`config.mk`:
```
export PLATFORM = sky130hd
export DESIGN_NAME = hse_front
export DESIGN_NICKNAME = d
export VERILOG_FILES = /design/src/rtl/core/hse_pkg.sv /design/src/rtl/core/hse_front.sv
export SDC_FILE = /design/constraint.sdc
export NUM_CORES = 1
export LEC_CHECK = 0
export ABC_AREA = 1
export BUFFER_PORTS_ARGS = -buffer_cell sky130_fd_sc_hd__clkbuf_2
export CORE_UTILIZATION = 45
export DETAILED_ROUTE_END_ITERATION = 7
export GPL_TIMING_DRIVEN = 0
export PLACE_DENSITY = 0.71
export SLEW_MARGIN = 15
export SYNTH_ARGS = -nofsm -noshare
export SYNTH_HDL_FRONTEND = slang
export SYNTH_SLANG_ARGS = --single-unit
```
`constraint.sdc`:
```
create_clock -name clk -period 4.41 [get_ports clk]
set_input_delay 0.441 -clock clk [delete_from_list [all_inputs] [get_ports clk]]
set_output_delay 0.441 -clock clk [all_outputs]
set_load 0.03 [all_outputs]
```
`src/rtl/core/hse_pkg.sv`:
```
// Shared types and constants for the Huffman symbol encoder.
// No dependencies; the other files of the block that use it refer to it by scoped names.
package hse_pkg;

  // Defaults for the top-level parameters
  localparam int SYMBOL_COUNT_DEF = 256;
  localparam int MAX_CODE_LEN_DEF = 32;
  localparam int COUNT_WIDTH_DEF  = 32;

  // Front-to-back queue depth (power of two)
  localparam int Q_DEPTH = 2;

  // Fixed field widths
  localparam int CMD_W  = 3;
  localparam int SYM_W  = 8;
  localparam int CODE_W = 32;
  localparam int LEN_W  = 6;
  localparam int BYTE_W = 8;

  // Bit packer: up to 7 pending bits plus a 32-bit code
  localparam int ACC_W = 40;
  localparam int TOT_W = 6;

  // Command codes on the input channel
  localparam logic [CMD_W-1:0] CMD_COUNT  = 3'd0;
  localparam logic [CMD_W-1:0] CMD_LOAD   = 3'd1;
  localparam logic [CMD_W-1:0] CMD_ENCODE = 3'd2;
  localparam logic [CMD_W-1:0] CMD_FLUSH  = 3'd3;
  localparam logic [CMD_W-1:0] CMD_READ   = 3'd4;

  // Result kinds
  localparam logic KIND_CODE  = 1'b0;
  localparam logic KIND_COUNT = 1'b1;

  // Classified operation, as carried through the queue
  typedef enum logic [2:0] {
    OP_COUNT,
    OP_LOAD,
    OP_ENCODE,
    OP_FLUSH,
    OP_READ
  } op_t;

  typedef struct packed {
    op_t               op;
    logic [SYM_W-1:0]  sym;
    logic [CODE_W-1:0] bits;
    logic [LEN_W-1:0]  len;
  } item_t;

  // Queue head as seen by the back end
  typedef struct packed {
    logic  valid;
    item_t item;
  } qhead_t;

endpackage

```
`src/rtl/core/hse_front.sv`:
```
// Front end: takes input items, drops ignored ones, clamps code lengths
// and queues the rest for the back end. Uses hse_pkg.
module hse_front #(
  parameter int SYMBOL_COUNT = hse_pkg::SYMBOL_COUNT_DEF,
  parameter int MAX_CODE_LEN = hse_pkg::MAX_CODE_LEN_DEF
) (
  input  logic                        clk,
  input  logic                        rst_n,
  input  logic                        in_valid,
  output logic                        in_stall,
  input  logic [hse_pkg::CMD_W-1:0]   in_command,
  input  logic [hse_pkg::SYM_W-1:0]   in_symbol,
  input  logic [hse_pkg::CODE_W-1:0]  in_code_bits,
  input  logic [hse_pkg::LEN_W-1:0]   in_code_length,
  output hse_pkg::qhead_t             q_head,
  input  logic                        q_pop
);

  localparam int CODE_LIMIT = (MAX_CODE_LEN < 32) ? MAX_CODE_LEN : 32;
  localparam int PW         = $clog2(hse_pkg::Q_DEPTH);

  hse_pkg::item_t q_mem_r [hse_pkg::Q_DEPTH];
  logic [PW-1:0]  wr_ptr_r;
  logic [PW-1:0]  rd_ptr_r;
  logic [PW:0]    count_r;
  logic [PW:0]    count_nxt;

  hse_pkg::item_t item;
  logic           keep;
  logic           sym_ok;
  logic           push;

  assign in_stall = (count_r == (PW+1)'(hse_pkg::Q_DEPTH));
  assign sym_ok   = ({1'b0, in_symbol} < 9'(SYMBOL_COUNT));

  // classify
  always_comb begin
    item.sym  = in_symbol;
    item.bits = in_code_bits;
    item.len  = (in_code_length > hse_pkg::LEN_W'(CODE_LIMIT))
                ? hse_pkg::LEN_W'(CODE_LIMIT) : in_code_length;
    item.op   = hse_pkg::OP_COUNT;
    keep      = sym_ok;
    case (in_command)
      hse_pkg::CMD_COUNT:  item.op = hse_pkg::OP_COUNT;
      hse_pkg::CMD_LOAD:   item.op = hse_pkg::OP_LOAD;
      hse_pkg::CMD_ENCODE: item.op = hse_pkg::OP_ENCODE;
      hse_pkg::CMD_READ:   item.op = hse_pkg::OP_READ;
      hse_pkg::CMD_FLUSH: begin
        item.op = hse_pkg::OP_FLUSH;
        keep    = 1'b1;
      end
      default: keep = 1'b0;
    endcase
  end

  assign push = in_valid && !in_stall && keep;

  always_comb begin
    case ({push, q_pop})
      2'b10:   count_nxt = count_r + 1'b1;
      2'b01:   count_nxt = count_r - 1'b1;
      default: count_nxt = count_r;
    endcase
  end

  always_ff @(posedge clk) begin
    if (!rst_n) begin
      wr_ptr_r <= '0;
      rd_ptr_r <= '0;
      count_r  <= '0;
    end else begin
      count_r <= count_nxt;
      if (push) begin
        wr_ptr_r <= wr_ptr_r + 1'b1;
      end
      if (q_pop) begin
        rd_ptr_r <= rd_ptr_r + 1'b1;
      end
    end
  end

  always_ff @(posedge clk) begin
    if (push) begin
      q_mem_r[wr_ptr_r] <= item;
    end
  end

  assign q_head.valid = (count_r != '0);
  assign q_head.item  = q_mem_r[rd_ptr_r];

endmodule

```
## Word level (Yosys, flattened, before mapping)

Memory sizes are Yosys's and may differ from the RTL's. A register that Yosys moved wholly into a read port is not among the register bits.
Index checks and enable logic that the tools add are counted.
Widths: inputs -> output; s select.

- Register bits: 4
- Latch bits: 0
- Memory bits (writable): 98
- Bits in read-only memories: 0
- Input port bits: 53
- Output and inout bits: 51
- Word-level logic and storage cells: 31
- Memories: 1

- Add/subtract/negate cells: 4
- Multipliers: 0
- Div/mod/pow operators: 0
- $lt $le $gt $ge: 1
- Equal/unequal tests: 7
- Shifts and indexed selects: 0
- Mux-type cells: 8
- Bitwise logic cells: 0
- Reduce and logical (&&, ||, !) cells: 7

Memory list:

| memory | depth | width | rd ports | clocked after memory_dff | wr ports | line | source |
|---|---|---|---|---|---|---|---|
| q_mem_r | 2 | 49 | 1 | 1 | 1 | hse_front.sv:22 | `hse_pkg::item_t q_mem_r [hse_pkg::Q_DEPTH];` |

Operators by type and width:

| cell | count |
|---|---|
| $pmux 3 s4 | 1 |
| $eq 3x2->1 const B | 2 |
| $gt 6x6->1 const B | 1 |
| $mux 6 | 1 |
| $mux 1 | 5 |
| $reduce_or 5->1 | 1 |
| $eq 2x2->1 const B | 2 |
| $pmux 2 s2 | 1 |
| $reduce_bool 2->1 | 2 |
| $eq 3x1->1 const B | 1 |
| $eq 3x3->1 const B | 1 |
| $logic_not 3->1 | 1 |
| $add 1x1->1 const B | 2 |
| $add 2x1->2 const B | 1 |
| $eq 2x1->1 const B | 1 |
| $logic_and 1x1->1 | 2 |
| $sub 2x1->2 const B | 1 |
| $logic_not 1->1 | 1 |

## Longest topological paths before layout

Gate-level depths: netlist of run 1.

- Depth in word-level cells: 6
- Depth in mapped cells: 9
- Depth with buffers taken out: 9

## Least setup slack after synthesis of run 1

Ideal clock, no wire load.

- Path type: input to register
- Start point: in in_command[0] (netlist bit)
- End point: mem q_mem_r[0][0] (netlist bit) (enable)
- Setup time: 0.456 ns
- Arrival: 2.860 ns
- Required time: 3.954 ns
- Path slack: 1.095 ns
- Stages: 3
- Path buffers: 0
- Path through: o21ai_0 nand2_1 nor2_1

- Cells in the longest elaborated chain, start to end: 6
- Elaborated cells between the ends (all ways): 10
- Classes of those cells: eq/ne: 4; mux: 3; reduce/logical: 3

Ends and longest elaborated chain:

| element | line | source |
|---|---|---|
| start: declaration | hse_front.sv:11 | `input logic [hse_pkg::CMD_W-1:0] in_command,` |
| $eq 3x2->1, or another cell as far along | hse_front.sv:44 | `case (in_command)` |
| $reduce_or 5->1 (no line) (*) | n/a |  |
| $mux 1 (*) | hse_front.sv:44 |  |
| $logic_and 1x1->1 (*) | hse_front.sv:57 | `assign push = in_valid && !in_stall && keep;` |
| $mux 1 (*) | hse_front.sv:84 | `if (push) begin` |
| $mux 1 (not written as such) (*) | hse_front.sv:85 | `q_mem_r[wr_ptr_r] <= item;` |
| end: declaration | hse_front.sv:22 |  |

Mark *: on every way between the ends. The rest lies on a longest branch, timed or not.

==> results of run 1 <==
synth_stat cells:
cell | count | area, um2
mux2_2 | 39 | 439.2
o21ai_0 | 3 | 15.01
nand4_1 | 1 | 6.260
a31oi_1 | 1 | 6.260
nor2_1 | 13 | 48.80
nand3_1 | 2 | 10.01
edfxtp_1 | 98 | 2943
a21oi_1 | 3 | 15.01
buf_4 | 3 | 22.52
inv_1 | 14 | 52.55
buf_6 | 1 | 11.26
mux2_4 | 10 | 150.1
nor3b_1 | 1 | 7.510
or2_2 | 1 | 6.260
dfxtp_1 | 5 | 100.1
nand2_1 | 9 | 33.78
clkbuf_1 | 1 | 3.750
ha_1 | 1 | 12.51
buf_8 | 1 | 15.01
path summary, 6_finish.rpt:
check                          startpoint                        to  slack (ns)  cells after the start
setup reg to reg  count_r[0]$_SDFFE_PN0P_  q_mem_r[0][13]$_DFFE_PP_        2.36                      5
hold reg to reg     rd_ptr_r$_SDFFE_PN0P_     rd_ptr_r$_SDFFE_PN0P_        0.53                      2
setup / recovery                     flop                q_head[40]        2.36                      4
hold / removal               in_symbol[3]  q_mem_r[1][41]$_DFFE_PP_        0.27                      1
registers in the layout, indices dropped and copies added (netlist names), named ones only:
name	flops
wr_ptr_r	1
count_r	2
rd_ptr_r	1
q_mem_r	98
area by class of cell:
cell class	count	area (um2)	area share (%)
Timing Repair Buffer	105	555.5	11.62
Tap cell	105	131.4	2.749
Inverter	14	52.55	1.099
Sequential cell	103	3043	63.67
Multi-Input combinational cell	84	758.2	15.86
Clock inverter	7	62.56	1.309
Buffer	6	52.55	1.099
Clock buffer	9	123.9	2.592
per-stage QoR:
step / cells / power [mW] / hold slack [ns] / instance area [um2]
2_1_floorplan: 207 / 1.372 / 0.4635 / 3899
3_3_place_gp: 415 / 1.461 / 0.4789 / 4546
4_1_cts: 433 / 2.028 / 0.2576 / 4780
3_5_place_dp: 417 / 1.472 / 0.5128 / 4593
6_report: 433 / 2.010 / 0.2750 / 4780
5_1_grt: 433 / 2.080 / 0.2651 / 4780
routing by layer:
| metal | vias to the layer above | global-route usage, % |
|---|---|---|
| li1 | 1008 | - |
| met1 | 1035 | 17.30 |
| met2 | 62 | 25.12 |
| met3 | 9 | 3.110 |
| met4 | 0 | 6.061 |
| met5 | - | 0 |
cells by family (layout without fill, tap and decap cells):
group	count (synthesis)	count (layout)	synth area share, %
AO/OA/AOI/OAI	7	7	0.9306
adder cells (fa/ha/maj)	1	1	0.3209
buffers and inverters	20	141	2.695
flip-flops	103	103	78.05
multiplexers	49	49	15.12
AND/OR/NAND/NOR	27	27	2.889
power by group through the flow:
stage,Clock [mW],Sequential [mW],Combinational [mW]
CTS,0.577,1.15,0.305
floorplan,0,1.17,0.206
global route,0.606,1.15,0.323
finish,0.565,1.15,0.300
detailed placement,0,1.17,0.304
global placement,0,1.17,0.291
==> flow_metrics.tcl, run 1 <==
set metrics [dict create \
    status "finished clean" \
    wl_per_cell_um 14.56 \
    drt_iter0_drc 107 \
    power.switching_mw 0.5104 \
    slowest_stage "dfxtp_1" \
    rows 33 \
    slew_headroom_pct 51.30 \
    clkPwrFrac_pct 28.1 \
    overflow 0 \
    insertion_delay_ns 0.35 \
    crit_buf_inv 3 \
    via_per_inst 4.882 \
    cp_cell_sequence "buf_6 > buf_8 > mux2_4 > clkbuf_2" \
    synth-seq-cells 103 \
    max_freq_mhz 487.0 \
    setup_viol 0 \
    p_per_area_mw_per_mm2 420.5 \
    crit_family "buffers and inverters" \
    p_leak_nw 1.888 \
    drc 0 \
    dp_hpwl_um 4391 \
    cp-end-kind "output port" \
    n_antenna_cell 0 \
    grt_pass1_vias 2072 \
    root_buffer "clkbuf_8" \
    synth.avg_cell_area_um2 18.83 \
    clkSinkCount 103 \
    cts.path.max_buffers 2 \
    antenna_left 0 \
    layout.nets 377 \
    htree_levels 3 \
    wl_um 6305 \
    final_common_cell "clkbuf_2" \
    routed.top_layer "met4" \
    final_cell_mix "clkbuf_2, edfxtp_1, mux2_2" \
    fin_crit_sh_pct 46.56 \
    dr_wl_met3_um 310 \
    post_cts_resized 0 \
    path_class "flop to output port" \
    wl_met2_um 3239 \
    path_clk_slew_ns 0.10 \
    min_path_type "primary input to flop" \
    yosys_warnings 0 \
    seq_area_frac_synth_pct 78.05 \
    maxSlewViolCount 0 \
    cts_hold_buf 0 \
    max-vdd-ir-drop_mv 0.2614 \
    port_buffers 103 \
    ys_types 19 \
    initial_core_util_pct 46.98 \
    p_sw_share_pct 25.40 \
    combPwrFrac_pct 14.9 \
    grt_max_degree 28 \
    syn_area_mm2 0.003899 \
    synth_fp_nets 261 \
    internal_power_mw 1.499 \
    dieArea_mm2 0.009040 \
    grt_pass1_wl_um 9708 \
    finalHoldViolCount 0 \
    drive_gt1_share_pct 53.35 \
    fillers 671 \
    ios 104 \
    die_h_um 95.08 \
    grtUsageTotal_pct 14.44 \
    clock_skew_ns 0.01115 \
    p_seq_share_pct 57.0 \
    dp_slack_ns 2.178 \
    tns_ns 0 \
    rsz0062_at_grt "false" \
    met1_length_um 2655 \
    cts_tree "yes" \
    required_ns 3.97 \
    max_cap_viol_count 0 \
    first_pass_iters 4 \
    netlist_instances 207 \
    place_congestion 0.6850 \
    area_growth_pct 22.59 \
    max_stage_delay_ns 0.42 \
    fin_crit_ns 2.053 \
    antenna_found_initial 0 \
    utilization_pct 57.59 \
    die_w_um 95.08 \
    arrival_ns 1.61 \
    start_kind "flop" \
    worst-path-max-fanout 10 \
    core-area_mm2 0.008299 \
    cts_setup_buffers 0 \
    cts-buffers-inserted 9 \
    tightest_slew_ns 0.7288 \
    vias 2114 \
    worst_slack_ns 2.357 \
]
Note: power is estimated with default switching activity, not from simulation.
==> inputs of run 2 (changes only) <==
==> constraint.sdc (replaced) <==
create_clock -name clk -period 1.9 [get_ports clk]
set_input_delay 0.19 -clock clk [delete_from_list [all_inputs] [get_ports clk]]
set_output_delay 0.19 -clock clk [all_outputs]
set_load 0.03 [all_outputs]
==> flow_metrics.tcl, run 2 (synthesis results as in run 1) <==
set metrics [dict create \
    status "finished clean" \
    p_leak_nw 1.922 \
    grt_pass1_wl_um 10360 \
    min_path_cells 1 \
    dp_slack_ns -0.3423 \
    clkSinkCount 103 \
    drc 0 \
    area_growth_pct 25.87 \
    fin_crit_sh_pct 92.83 \
    overflow 0 \
    slew_headroom_pct 75.48 \
    clkPwrFrac_pct 28.3 \
    antenna_left 0 \
    antenna_found_initial 0 \
    p_seq_share_pct 56.2 \
    finalHoldViolCount 0 \
    wl_um 7016 \
    regMostFlops "q_mem_r" \
    place_congestion 0.6976 \
    first_pass_iters 4 \
    cp-end-kind "flop" \
    n_antenna_cell 0 \
    power.switching_mw 1.224 \
    arrival_ns 2.01 \
    slowest_stage "ha_1" \
    cts-buffers-inserted 9 \
    ios 104 \
    reg_top3 "q_mem_r: 98 flops, count_r: 2 flops" \
    vias 2146 \
    root_buffer "clkbuf_8" \
    die_h_um 95.08 \
    cts.path.max_buffers 2 \
    combPwrFrac_pct 15.5 \
    largest_register_ffs 98 \
    wl_per_cell_um 15.80 \
    tightest_slew_ns 0.3639 \
    htree_levels 3 \
    power_mw 4.739 \
    cts_tree "yes" \
    p_per_area_mw_per_mm2 965.7 \
    dp_hpwl_um 4298 \
    cp_cell_sequence "inv_1 > a21oi_1 > nand2_1 > ha_1 > inv_1 > nand4_1 > nand2_1 > nor2_1" \
    final_common_cell "clkbuf_2" \
    max_cap_viol_count 0 \
    worst_slack_ns 0.1362 \
    path_class "flop to flop" \
    grt_max_degree 26 \
    grtUsageTotal_pct 15.95 \
    p_sw_share_pct 25.83 \
    path_clk_slew_ns 0.10 \
    drt_iter0_drc 84 \
    placed_cell_area_mm2 0.004577 \
    finalInstanceArea_mm2 0.004907 \
    drive_gt1_share_pct 54.87 \
    clock_skew_ns 0.01114 \
    start_kind "flop" \
    reg2reg_depth 8 \
    final_cell_mix "clkbuf_2, edfxtp_1, mux2_2" \
    worst-path-max-fanout 5 \
    rsz0062_at_grt "false" \
    tns_ns 0 \
    internal_power_mw 3.515 \
    grt_pass1_vias 2137 \
    core-area_mm2 0.008299 \
    fin_crit_ns 1.764 \
    max_stage_delay_ns 0.37 \
    via_per_inst 4.833 \
    min_path_type "primary input to flop" \
    layout.nets 388 \
    port_buffers 103 \
    dieArea_mm2 0.009040 \
    rows 33 \
    insertion_delay_ns 0.35 \
    initial_core_util_pct 46.98 \
    maxSlewViolCount 0 \
    die_w_um 95.08 \
    required_ns 2.14 \
    max-vdd-ir-drop_mv 0.4719 \
    max_freq_mhz 566.9 \
    setup_viol 0 \
]
[run 2: changes by cell type in the layout (fill, tap and decap cells not counted)]
cell	before	now
dfxtp_2	0	1
clkinv_1	3	1
inv_6	1	2
dfxtp_1	5	4
buf_4	3	5
nand3_1	2	1
inv_2	1	0
clkinvlp_4	1	6
dlygate4sd3_1	0	4
buf_12	2	3
nor2_4	1	2
nand3_2	0	1
[run 2: cell type report]
class	count	area [um2]
buffer	6	52.55
clock buffer	9	123.9
clock inverter	7	71.32
fill	669	3392
inverter	14	56.30
multi-input combinational	85	774.5
sequential	103	3044
tap	105	131.4
timing repair buffer	112	630.6
timing repair inverter	3	22.52
[run 2: power by group through the flow]
stage | Sequential, mW | Combinational (mW) | Clock [mW]
2_1_floorplan | 2.70 | 0.482 | 0
3_3_place_gp | 2.71 | 0.680 | 0
3_5_place_dp | 2.72 | 0.702 | 0
4_1_cts | 2.66 | 0.726 | 1.39
5_1_grt | 2.67 | 0.791 | 1.47
6_report | 2.66 | 0.736 | 1.34
[run 2: worst paths after layout]
path	start	end	slack [ns]
max	count_r[0]$_SDFFE_PN0P_	count_r[1]$_SDFFE_PN0P_	0.14
min	in_code_bits[28]	q_mem_r[0][34]$_DFFE_PP_	0.02
max reg2reg	count_r[0]$_SDFFE_PN0P_	count_r[1]$_SDFFE_PN0P_	0.14
min reg2reg	rd_ptr_r$_SDFFE_PN0P_	flop	0.53
[run 2: timing repair]
| item | CTS | global route |
|---|---|---|
| setup buffers | 2 | 2 |
| endpoints found under the setup margin | 98 | 72 |
| gates resized for setup | 2 | 4 |
| hold endpoints to repair | 6 | 1 |
| hold buffers | 3 | 1 |
| gates cloned | 3 | 1 |
| pin swaps | 1 | 1 |
[run 2: layer usage]
layer | vias to the layer above | GRT usage, % | part of all wire [%]
li1 | 1028 | - | -
met1 | 1043 | 19.45 | 41
met2 | 67 | 27.14 | 53
met3 | 8 | 3.668 | 4.6
met4 | 0 | 6.818 | 1.2
met5 | - | 0 | 0
[run 2: stage by stage]
stage                     hold WS (ns)  util, %  instances
after floorplan                 0.2889        -        207
after global placement          0.3793    54.91        415
after detailed placement        0.3829    55.15        416
after CTS                    0.0002095    58.30        440
after global routing         0.0008308    59.13        444
final                          0.02095    59.13        444
[run 2: critical path: cells and delay by family (launching register included)]
family                   cells  cell delay (ns)
AO/OA/AOI/OAI                1             0.26
adder cells (fa/ha/maj)      1             0.37
flip-flops                   1             0.36
buffers and inverters        2             0.18
AND/OR/NAND/NOR              4             0.47
==> inputs of run 3 (changes only) <==
--- a/config.mk
+++ b/config.mk
@@ -7,10 +7,10 @@
 export LEC_CHECK = 0
 export ABC_AREA = 1
 export BUFFER_PORTS_ARGS = -buffer_cell sky130_fd_sc_hd__clkbuf_2
-export CORE_UTILIZATION = 45
+export CORE_UTILIZATION = 52
 export DETAILED_ROUTE_END_ITERATION = 7
 export GPL_TIMING_DRIVEN = 0
-export PLACE_DENSITY = 0.71
+export PLACE_DENSITY = 0.8
 export SLEW_MARGIN = 15
 export SYNTH_ARGS = -nofsm -noshare
 export SYNTH_HDL_FRONTEND = slang
==> flow_metrics.tcl, run 3 (synthesis results as in run 1) <==
set metrics [dict create \
    path_clk_slew_ns 0.10 \
    multi_input_area_um2 778.2 \
    arrival_ns 1.57 \
    core-area_mm2 0.007253 \
    worst_hold_slack_ns 0.01453 \
    dieArea_mm2 0.007848 \
    tns_ns 0 \
    max-vdd-ir-drop_mv 0.6381 \
    place_inst 410 \
    first_pass_iters 4 \
    area_growth_pct 27.02 \
    min_path_type "primary input to flop" \
    ios 104 \
    die_h_um 88.59 \
    largest_register_ffs 98 \
    cp_cell_sequence "buf_6 > buf_8 > mux2_4 > clkbuf_2" \
    crit_buf_inv 3 \
    fin_crit_ns 1.763 \
    crit_family "buffers and inverters" \
    root_buffer "clkbuf_8" \
    required_ns 1.71 \
    fillers 528 \
    rows 31 \
    final_cell_mix "clkbuf_2, edfxtp_1, mux2_2" \
    antenna_left 0 \
    placed_cell_area_mm2 0.004569 \
    p_per_area_mw_per_mm2 958.2 \
    fin_crit_sh_pct 92.81 \
    finalHoldViolCount 0 \
    max_cap_viol_count 0 \
    worst_slack_ns 0.1367 \
    status "finished clean" \
    grt_max_degree 28 \
    cp-end-kind "output port" \
    wl_um 6519 \
    max_stage_delay_ns 0.38 \
    layout.nets 394 \
    ff_latch_area_mm2 0.003044 \
    cp_num_cells 4 \
    slowest_stage "dfxtp_2" \
    p_leak_nw 1.947 \
    regMostFlops "q_mem_r" \
    clock_skew_ns 0.01102 \
    vias 2173 \
    clkSinkCount 103 \
    finalInstanceArea_mm2 0.004952 \
    reg2reg_to "count_r[1]$_SDFFE_PN0P_" \
    rsz0062_at_grt "false" \
    die_w_um 88.59 \
    cts.path.max_buffers 2 \
    reg_top3 "q_mem_r: 98 flops, count_r: 2 flops" \
    stdcell_count 444 \
    max_freq_mhz 567.1 \
    rr_startpoint "count_r[0]$_SDFFE_PN0P_" \
    path_class "flop to output port" \
    cts-buffers-inserted 9 \
    power_mw 4.745 \
    grtUsageTotal_pct 16.51 \
    place_congestion 0.6825 \
    start_kind "flop" \
    cts_tree "yes" \
    insertion_delay_ns 0.35 \
    drive_gt1_share_pct 53.62 \
    initial_core_util_pct 53.75 \
    grt_pass1_wl_um 9204 \
    maxSlewViolCount 0 \
    utilization_pct 68.28 \
    via_per_inst 4.894 \
    port_buffers 103 \
    setup_viol 0 \
    min-delay-start "in_code_bits[10]" \
    dp_hpwl_um 4036 \
    n_antenna_cell 0 \
    grt_pass1_vias 2027 \
    crit_end "q_head[40]" \
    slew_headroom_pct 73.55 \
    reg2reg_depth 8 \
    final_common_cell "clkbuf_2" \
    antenna_found_initial 0 \
    drt_iter0_drc 75 \
    wl_per_cell_um 14.68 \
    overflow 0 \
    tightest_slew_ns 0.3926 \
    reg2reg_slack_ns 0.24 \
    drc 0 \
    dp_slack_ns -0.3385 \
    htree_levels 3 \
    worst-path-max-fanout 10 \
]
## run 3: changes by cell type in the layout (fill, tap and decap cells not counted)
| cell | previous run | this run |
|---|---|---|
| a21oi_1 | 3 | 2 |
| a21oi_2 | 0 | 1 |
| buf_12 | 3 | 1 |
| clkinv_2 | 1 | 0 |
| clkinv_4 | 0 | 3 |
| clkinvlp_4 | 6 | 4 |
| dlygate4sd3_1 | 4 | 12 |
| inv_6 | 2 | 1 |
| inv_8 | 0 | 1 |
## run 3: what timing repair did
item | CTS | global route
gates resized for setup | 2 | 5
hold buffers | 1 | 11
pin swaps | 1 | 0
setup buffers | 2 | 0
gates cloned | 2 | 2
setup endpoints to repair | 76 | 60
hold endpoints to repair | 2 | 21
## run 3: metal layers
layer	vias to the layer above	global-route usage, %	routed length (um)
met5	-	0	0
met4	0	7.771	107
met3	10	5.224	344
met2	75	29.44	3409
met1	1045	17.86	2657
li1	1043	-	-
## run 3: worst min path at each step
stage	slack [ns]	depth (start not counted)	endpoint
after floorplan	0.29	0	q_mem_r[0][10]$_DFFE_PP_
after global placement	0.38	1	q_mem_r[0][12]$_DFFE_PP_
after detailed placement	0.38	1	q_mem_r[0][9]$_DFFE_PP_
after CTS	0.0008	1	q_mem_r[0][27]$_DFFE_PP_
after global routing	0.00004	1	q_mem_r[1][13]$_DFFE_PP_
final	0.01	1	q_mem_r[0][16]$_DFFE_PP_
## run 3: final cells by class
class | count | area share (%)
Tap cell | 99 | 2.501
Clock buffer | 9 | 2.501
Inverter | 14 | 1.137
Multi-Input combinational cell | 85 | 15.71
Sequential cell | 103 | 61.47
Timing Repair Buffer | 118 | 13.54
Clock inverter | 7 | 1.617
Buffer | 6 | 1.061
Timing Repair inverter | 3 | 0.4548
## run 3: power breakdown
group          switching (mW)  internal, mW  total [mW]  leakage (nW)
clock                   0.726         0.625        1.35         0.103
sequential             0.0373          2.62        2.66         0.946
combinational           0.453         0.279       0.732         0.897
